$ cat config.mk
export PLATFORM = sky130hd
export DESIGN_NAME = scrp_queue
export DESIGN_NICKNAME = d
export VERILOG_FILES = /design/src/sv/scrp_pkg.sv /design/src/sv/scrp_queue.sv
export SDC_FILE = /design/constraint.sdc
export NUM_CORES = 1
export LEC_CHECK = 0
export BUFFER_PORTS_ARGS = -buffer_cell sky130_fd_sc_hd__buf_2
export CAP_MARGIN = 20
export CORE_MARGIN = 4
export CORE_UTILIZATION = 45
export DETAILED_ROUTE_END_ITERATION = 6
export HOLD_SLACK_MARGIN = 0.02
export PLACE_DENSITY_LB_ADDON = 0.15
export SYNTH_ARGS = -nofsm -noshare
export SYNTH_HDL_FRONTEND = slang
export SYNTH_SLANG_ARGS = --single-unit
$ cat constraint.sdc
create_clock -name clk -period 5.3 [get_ports clk]
set_input_delay 1.06 -clock clk [delete_from_list [all_inputs] [get_ports clk]]
set_output_delay 1.06 -clock clk [all_outputs]
set_load 0.02 [all_outputs]
$ cat src/sv/scrp_pkg.sv
// Package for the sparse complex row product block.
// Holds widths, the request codes and the item type passed from front to back.
// No dependencies.
`timescale 1ns / 1ps
`default_nettype none

package scrp_pkg;

    localparam int IDX_W          = 10;
    localparam int DATA_W         = 32;
    localparam int ACC_W          = 64;
    localparam int NODE_WIDE_W    = 17;
    localparam int NODE_COUNT_DEF = 1024;
    localparam int QUEUE_DEPTH    = 2;
    localparam int QPTR_W         = (QUEUE_DEPTH > 1) ? $clog2(QUEUE_DEPTH) : 1;
    localparam int QCNT_W         = $clog2(QUEUE_DEPTH + 1);

    typedef enum logic [1:0] {
        REQ_WRITE  = 2'd0,
        REQ_COND   = 2'd1,
        REQ_SUSC   = 2'd2,
        REQ_FINISH = 2'd3
    } req_kind_t;

    // One classified item: a matrix entry with its voltage, or a finish.
    typedef struct packed {
        req_kind_t                kind;
        logic signed [DATA_W-1:0] coef;
        logic signed [DATA_W-1:0] volt_e;
        logic signed [DATA_W-1:0] volt_f;
        logic [IDX_W-1:0]         row;
    } scrp_op_t;

endpackage

`default_nettype wire

$ cat src/sv/scrp_queue.sv
// Short queue between front and back ends of the row product block.
// Depends on scrp_pkg.
`timescale 1ns / 1ps
`default_nettype none

module scrp_queue import scrp_pkg::*; (
    input  wire logic     clk,
    input  wire logic     rst_n,
    input  wire scrp_op_t push_op,
    input  wire logic     push_valid,
    output logic          push_ready,
    output scrp_op_t      head_op,
    output logic          head_valid,
    input  wire logic     pop
);

    scrp_op_t          slot_reg [QUEUE_DEPTH];
    logic [QPTR_W-1:0] wr_ptr_reg;
    logic [QPTR_W-1:0] rd_ptr_reg;
    logic [QCNT_W-1:0] count_reg;
    logic [QCNT_W-1:0] count_next;
    logic              do_push;
    logic              do_pop;

    assign push_ready = count_reg != QCNT_W'(QUEUE_DEPTH);
    assign head_valid = count_reg != '0;
    assign head_op    = slot_reg[rd_ptr_reg];
    assign do_push    = push_valid && push_ready;
    assign do_pop     = pop && head_valid;

    always_comb
    begin
        count_next = count_reg;
        if (do_push && !do_pop)
        begin
            count_next = count_reg + 1'b1;
        end
        else if (do_pop && !do_push)
        begin
            count_next = count_reg - 1'b1;
        end
    end

    always_ff @(posedge clk or negedge rst_n)
    begin
        if (!rst_n)
        begin
            wr_ptr_reg <= '0;
            rd_ptr_reg <= '0;
            count_reg  <= '0;
        end
        else
        begin
            count_reg <= count_next;
            if (do_push)
            begin
                wr_ptr_reg <= (wr_ptr_reg == QPTR_W'(QUEUE_DEPTH - 1)) ? '0
                                                                        : wr_ptr_reg + 1'b1;
            end
            if (do_pop)
            begin
                rd_ptr_reg <= (rd_ptr_reg == QPTR_W'(QUEUE_DEPTH - 1)) ? '0
                                                                        : rd_ptr_reg + 1'b1;
            end
        end
    end

    always_ff @(posedge clk)
    begin
        if (do_push)
        begin
            slot_reg[wr_ptr_reg] <= push_op;
        end
    end

`ifndef SYNTHESIS
    a_count_bound: assert property (@(posedge clk) disable iff (!rst_n)
        count_reg <= QCNT_W'(QUEUE_DEPTH))
        else $error("queue count above depth");
`endif

endmodule

`default_nettype wire

# [After elaboration in Yosys (flattened, before gate mapping)]
# Memories as Yosys holds them, arrays and structs flattened.
# Cells that the tools add are included.
[op_classes] add_sub_neg=4 mul=0 n_div=0 order_cmp=0 eq_ne=1 shifts=0 n_mux=6 bitwise_logic=0 n_reduce_logical=8
[ops] cell="$logic_and A1 B1 Y1" n=4
[ops] cell="$mux W1" n=4
[ops] cell="$mux W2" n=2
[ops] cell="$reduce_bool A2 Y1" n=2
[ops] cell="$add A1 B1 Y1 const B" n=2
[ops] cell="$add A2 B1 Y2 const B" n=1
[ops] cell="$logic_not A1 Y1" n=2
[ops] cell="$ne A2 B2 Y1 const B" n=1
[ops] cell="$sub A2 B1 Y2 const B" n=1
[totals] reg_bits=4 latch_bits=0 mem_bits_rw=216 mem_bits_ro=0 inputBits=112 output_inout_bits=110 word_cells=23 mem_count=1
[memory_table] memory="slot_reg" words=2 width=108 read_ports=1 rd_clocked_by_memory_dff=0 write_ports=1 line="scrp_queue.sv:17" text="scrp_op_t slot_reg [QUEUE_DEPTH];"

# [Longest topological paths before layout]
[logic_depth] ltp_word=6 mapped_depth=7 ltp_nobuf=7

# [Worst setup path before layout]
# No wires, ideal clock.
[synth_path] kind="input to register" from="in push_valid" to="mem slot_reg[0][0] (netlist name), enable pin" setup_time_ns=0.576 arrival_time_ns=5.649 t_required_ns=4.724 setup_slack_ns=-0.925 cell_stages=2 path_buffers=0 path_cell_list="nand2_1 nor2_1"
[synth_via] elab_chain_cells=3
[synth_rtl] item="start: declaration" line="scrp_queue.sv:10" text="input wire logic push_valid,"
[synth_rtl] item="$logic_and A1 B1 Y1" line="scrp_queue.sv:28" text="assign do_push = push_valid && push_ready;"
[synth_rtl] item="$mux W1" line="scrp_queue.sv:70" text="if (do_push)"
[synth_rtl] item="$mux W1 (not written as such)" line="scrp_queue.sv:72" text="slot_reg[wr_ptr_reg] <= push_op;"
[synth_rtl] item="end: declaration" line="scrp_queue.sv:17"
# Every way passes these cells.

==> qor.yml <==
run_status:
  status: "finished clean"
clocking:
  cts_buffer_depth: 3
  cts_resized: 0
  cts_buffers: 23
  clock-sinks: 220
  holdBufCountCts: 0
  cts_tree: "built"
  root_buffer: "clkbuf_16"
  clkLatencyLatePin_ns: 0.49
  cts_setup_buffers: 0
  cts_max_level: 1
  path_clk_slew_ns: 0.06
setup_path:
  r2r_cells: 3
  worst-r2r-setup-slack_ns: 3.09
  r2r-start: "count_reg[0]$_DFFE_PN0P_"
  cp_max_fo: 51
  cp.arrival_ns: 2.53
  worstSetupStartpointType: "flop"
  critPathKind: "reg -> out"
  required_ns: 4.24
  endpoint_kind: "primary output"
  reg2reg_to: "slot_reg[1][25]$_DFFE_PP_"
  crit_chain: "buf_4, mux2_2, buf_2"
  slowest_stage: "dfrtp_4"
  crit_path_max_incr_delay_ns: 0.93
pwr:
  swShare_pct: 31.88
  p_leak_nw: 3.794
  power_mw: 5.817
  power_frac_comb_pct: 31.5
  p_clk_share_pct: 24.6
  p_int_mw: 3.962
  p_sw_mw: 1.854
  power_density_mw_per_mm2: 578.8
  seqPwrFrac_pct: 43.9
  ir_worst_vdd_mv: 0.3079
timing:
  setup_tns_ns: 0
  tightest_slew_ns: 0.8098
  fin_skew_ns: 0.01064
  min_period_over_period_pct: 67.68
  fmax_mhz: 278.8
  rsz0062_at_grt: "false"
  report.final.hold_viol_count: 0
  hold-worst-slack_ns: 0.3819
  post-route-min-period_ns: 3.587
  timing.max_slew.rel_slack_pct: 46.01
  drv_slew: 0
  setup_violations: 0
final_layout:
  drive_gt1_share_pct: 60.36
  fin_util_pct: 57.90
  area_growth_pct: 25.42
  n_antenna_cell: 0
  largest_reg_flops: 216
  nFillCells: 1357
  regArea_mm2: 0.006590
  num-nets-final: 707
  multi_input_area_mm2: 0.001356
synthesis:
  seq_area_frac_synth_pct: 82.20
  synth.area.top_cells: "edfxtp_1 (81%), mux2_2 (14%), mux2_4 (1.9%)"
  synth_most_common_cell: "edfxtp_1"
  yosys.area.top_type: "edfxtp_1"
  synth.avg_cell_area_um2: 22.63
  async_reset_ff_share_pct: 1.818
  synth_common_cells: "edfxtp_1 (216), mux2_2 (98), mux2_4 (10)"
  synth_cell_type_count: 15
  syn_area_mm2: 0.008013
  synth_fp_nets: 467
  yosys_register_bits: 220
  synthFlopType: "edfxtp_1"
  synth_edf_count: 216
  synth_top_cell_area_share_pct: 80.95
  netlist_instances: 354
  synth.yosys.warnings: 0
grt:
  track_usage_pct: 14.83
  grt_overflow_total: 0
  grt_pass1_vias: 4464
  antenna_found_initial: 1
  grt_start_max_net_pins: 57
  grt_pass1_wl_mm: 23.56
placement:
  io_buffers: 221
  dp_hpwl_mm: 10.28
  gp_congestion: 0.7305
floorplan:
  io-pin-count: 222
  die_h_um: 141.4
  coreArea_mm2: 0.01736
  rows: 48
  fp.dieArea_mm2: 0.02001
  die_x_um: 141.4
  start_util_pct: 46.16
drt:
  via_per_inst: 4.821
  vias: 4016
  drc_errors: 0
  route.layer.met1.wl_mm: 6.075
  drtAntennaViolNets: 0
  wirelength_mm: 15.29
  wl_met2_mm: 7.571
  first_iter_violations: 167
  wl_per_cell_um: 18.36
  first_pass_iters: 4
  highest_layer: "met5"
  met3_length_mm: 1.413
worst_hold_path:
  min_path_type: "in -> async"
flow_run:
  maxCapViolations: 0
metrics by stage:
step | cell area (um^2) | setup WS (ns) | instances
floorplan | 8015 | 0.8943 | 354
global placement | 9383 | 2.177 | 794
detailed placement | 9383 | 2.170 | 794
CTS | 10050 | 1.647 | 833
global route | 10050 | 1.574 | 833
finish | 10050 | 1.713 | 833
metal layers:
metal | vias to the layer above | GRT usage (%)
li1 | 1890 | -
met1 | 1949 | 18.47
met2 | 151 | 25.26
met3 | 24 | 5.123
met4 | 2 | 3.384
met5 | - | 0
kinds of logic after synthesis:
logic type	share of synthesized area [%]
DFF	82.20
muxes	15.65
buffers and inverters	1.030
and+or+nand+nor	0.4218
xor gates and xnor gates	0.5466
adders and majority gates	0.1561
placed cells by master (no fill, tap or decap):
cell type / instances
bufinv_16: 1
buf_2: 221
or2_2: 1
dfrtp_4: 1
ha_1: 1
xnor2_1: 3
clkinv_2: 4
inv_1: 1
xor2_1: 2
edfxtp_1: 216
mux2_2: 98
buf_4: 6
nor2_4: 1
clkbuf_16: 23
nor2_1: 1
nand2b_1: 1
clkbuf_1: 8
dfrtp_1: 3
and3_4: 1
clkinv_1: 3
mux2_4: 10
nand2_1: 2
critical path: cells and delay by family, from the launching register on:
family / cells / cell delay (ns)
buffers and inverters: 2 / 0.70
DFF: 1 / 0.93
muxes: 1 / 0.40
layout make-up:
type,instances,area share [%]
Inverter,1,0.03735
Clock inverter,8,0.6101
Clock buffer,31,6.026
Sequential cell,220,65.58
Tap cell,225,2.801
Timing Repair Buffer,227,11.45
Multi-Input combinational cell,121,13.50
worst max path at each step:
| stage | end | depth (start not counted) | from |
|---|---|---|---|
| 6_report | head_op[27] | 3 | rd_ptr_reg$_DFFE_PN0P_ |
| 5_1_grt | head_op[27] | 3 | rd_ptr_reg$_DFFE_PN0P_ |
| 4_1_cts | head_op[31] | 3 | rd_ptr_reg$_DFFE_PN0P_ |
| 3_5_place_dp | head_op[31] | 3 | rd_ptr_reg$_DFFE_PN0P_ |
| 3_3_place_gp | head_op[26] | 3 | rd_ptr_reg$_DFFE_PN0P_ |
| 2_1_floorplan | slot_reg[0][0]$_DFFE_PP_ | 2 | push_valid |
power groups by stage:
stage	clock (mW)	combinational [mW]	sequential, mW
2_1_floorplan	0	1.37	2.51
3_3_place_gp	0	1.85	2.57
3_5_place_dp	0	1.86	2.60
4_1_cts	1.48	1.87	2.56
5_1_grt	1.56	1.97	2.59
6_report	1.43	1.83	2.55
Power figures use the tool's default switching activity.
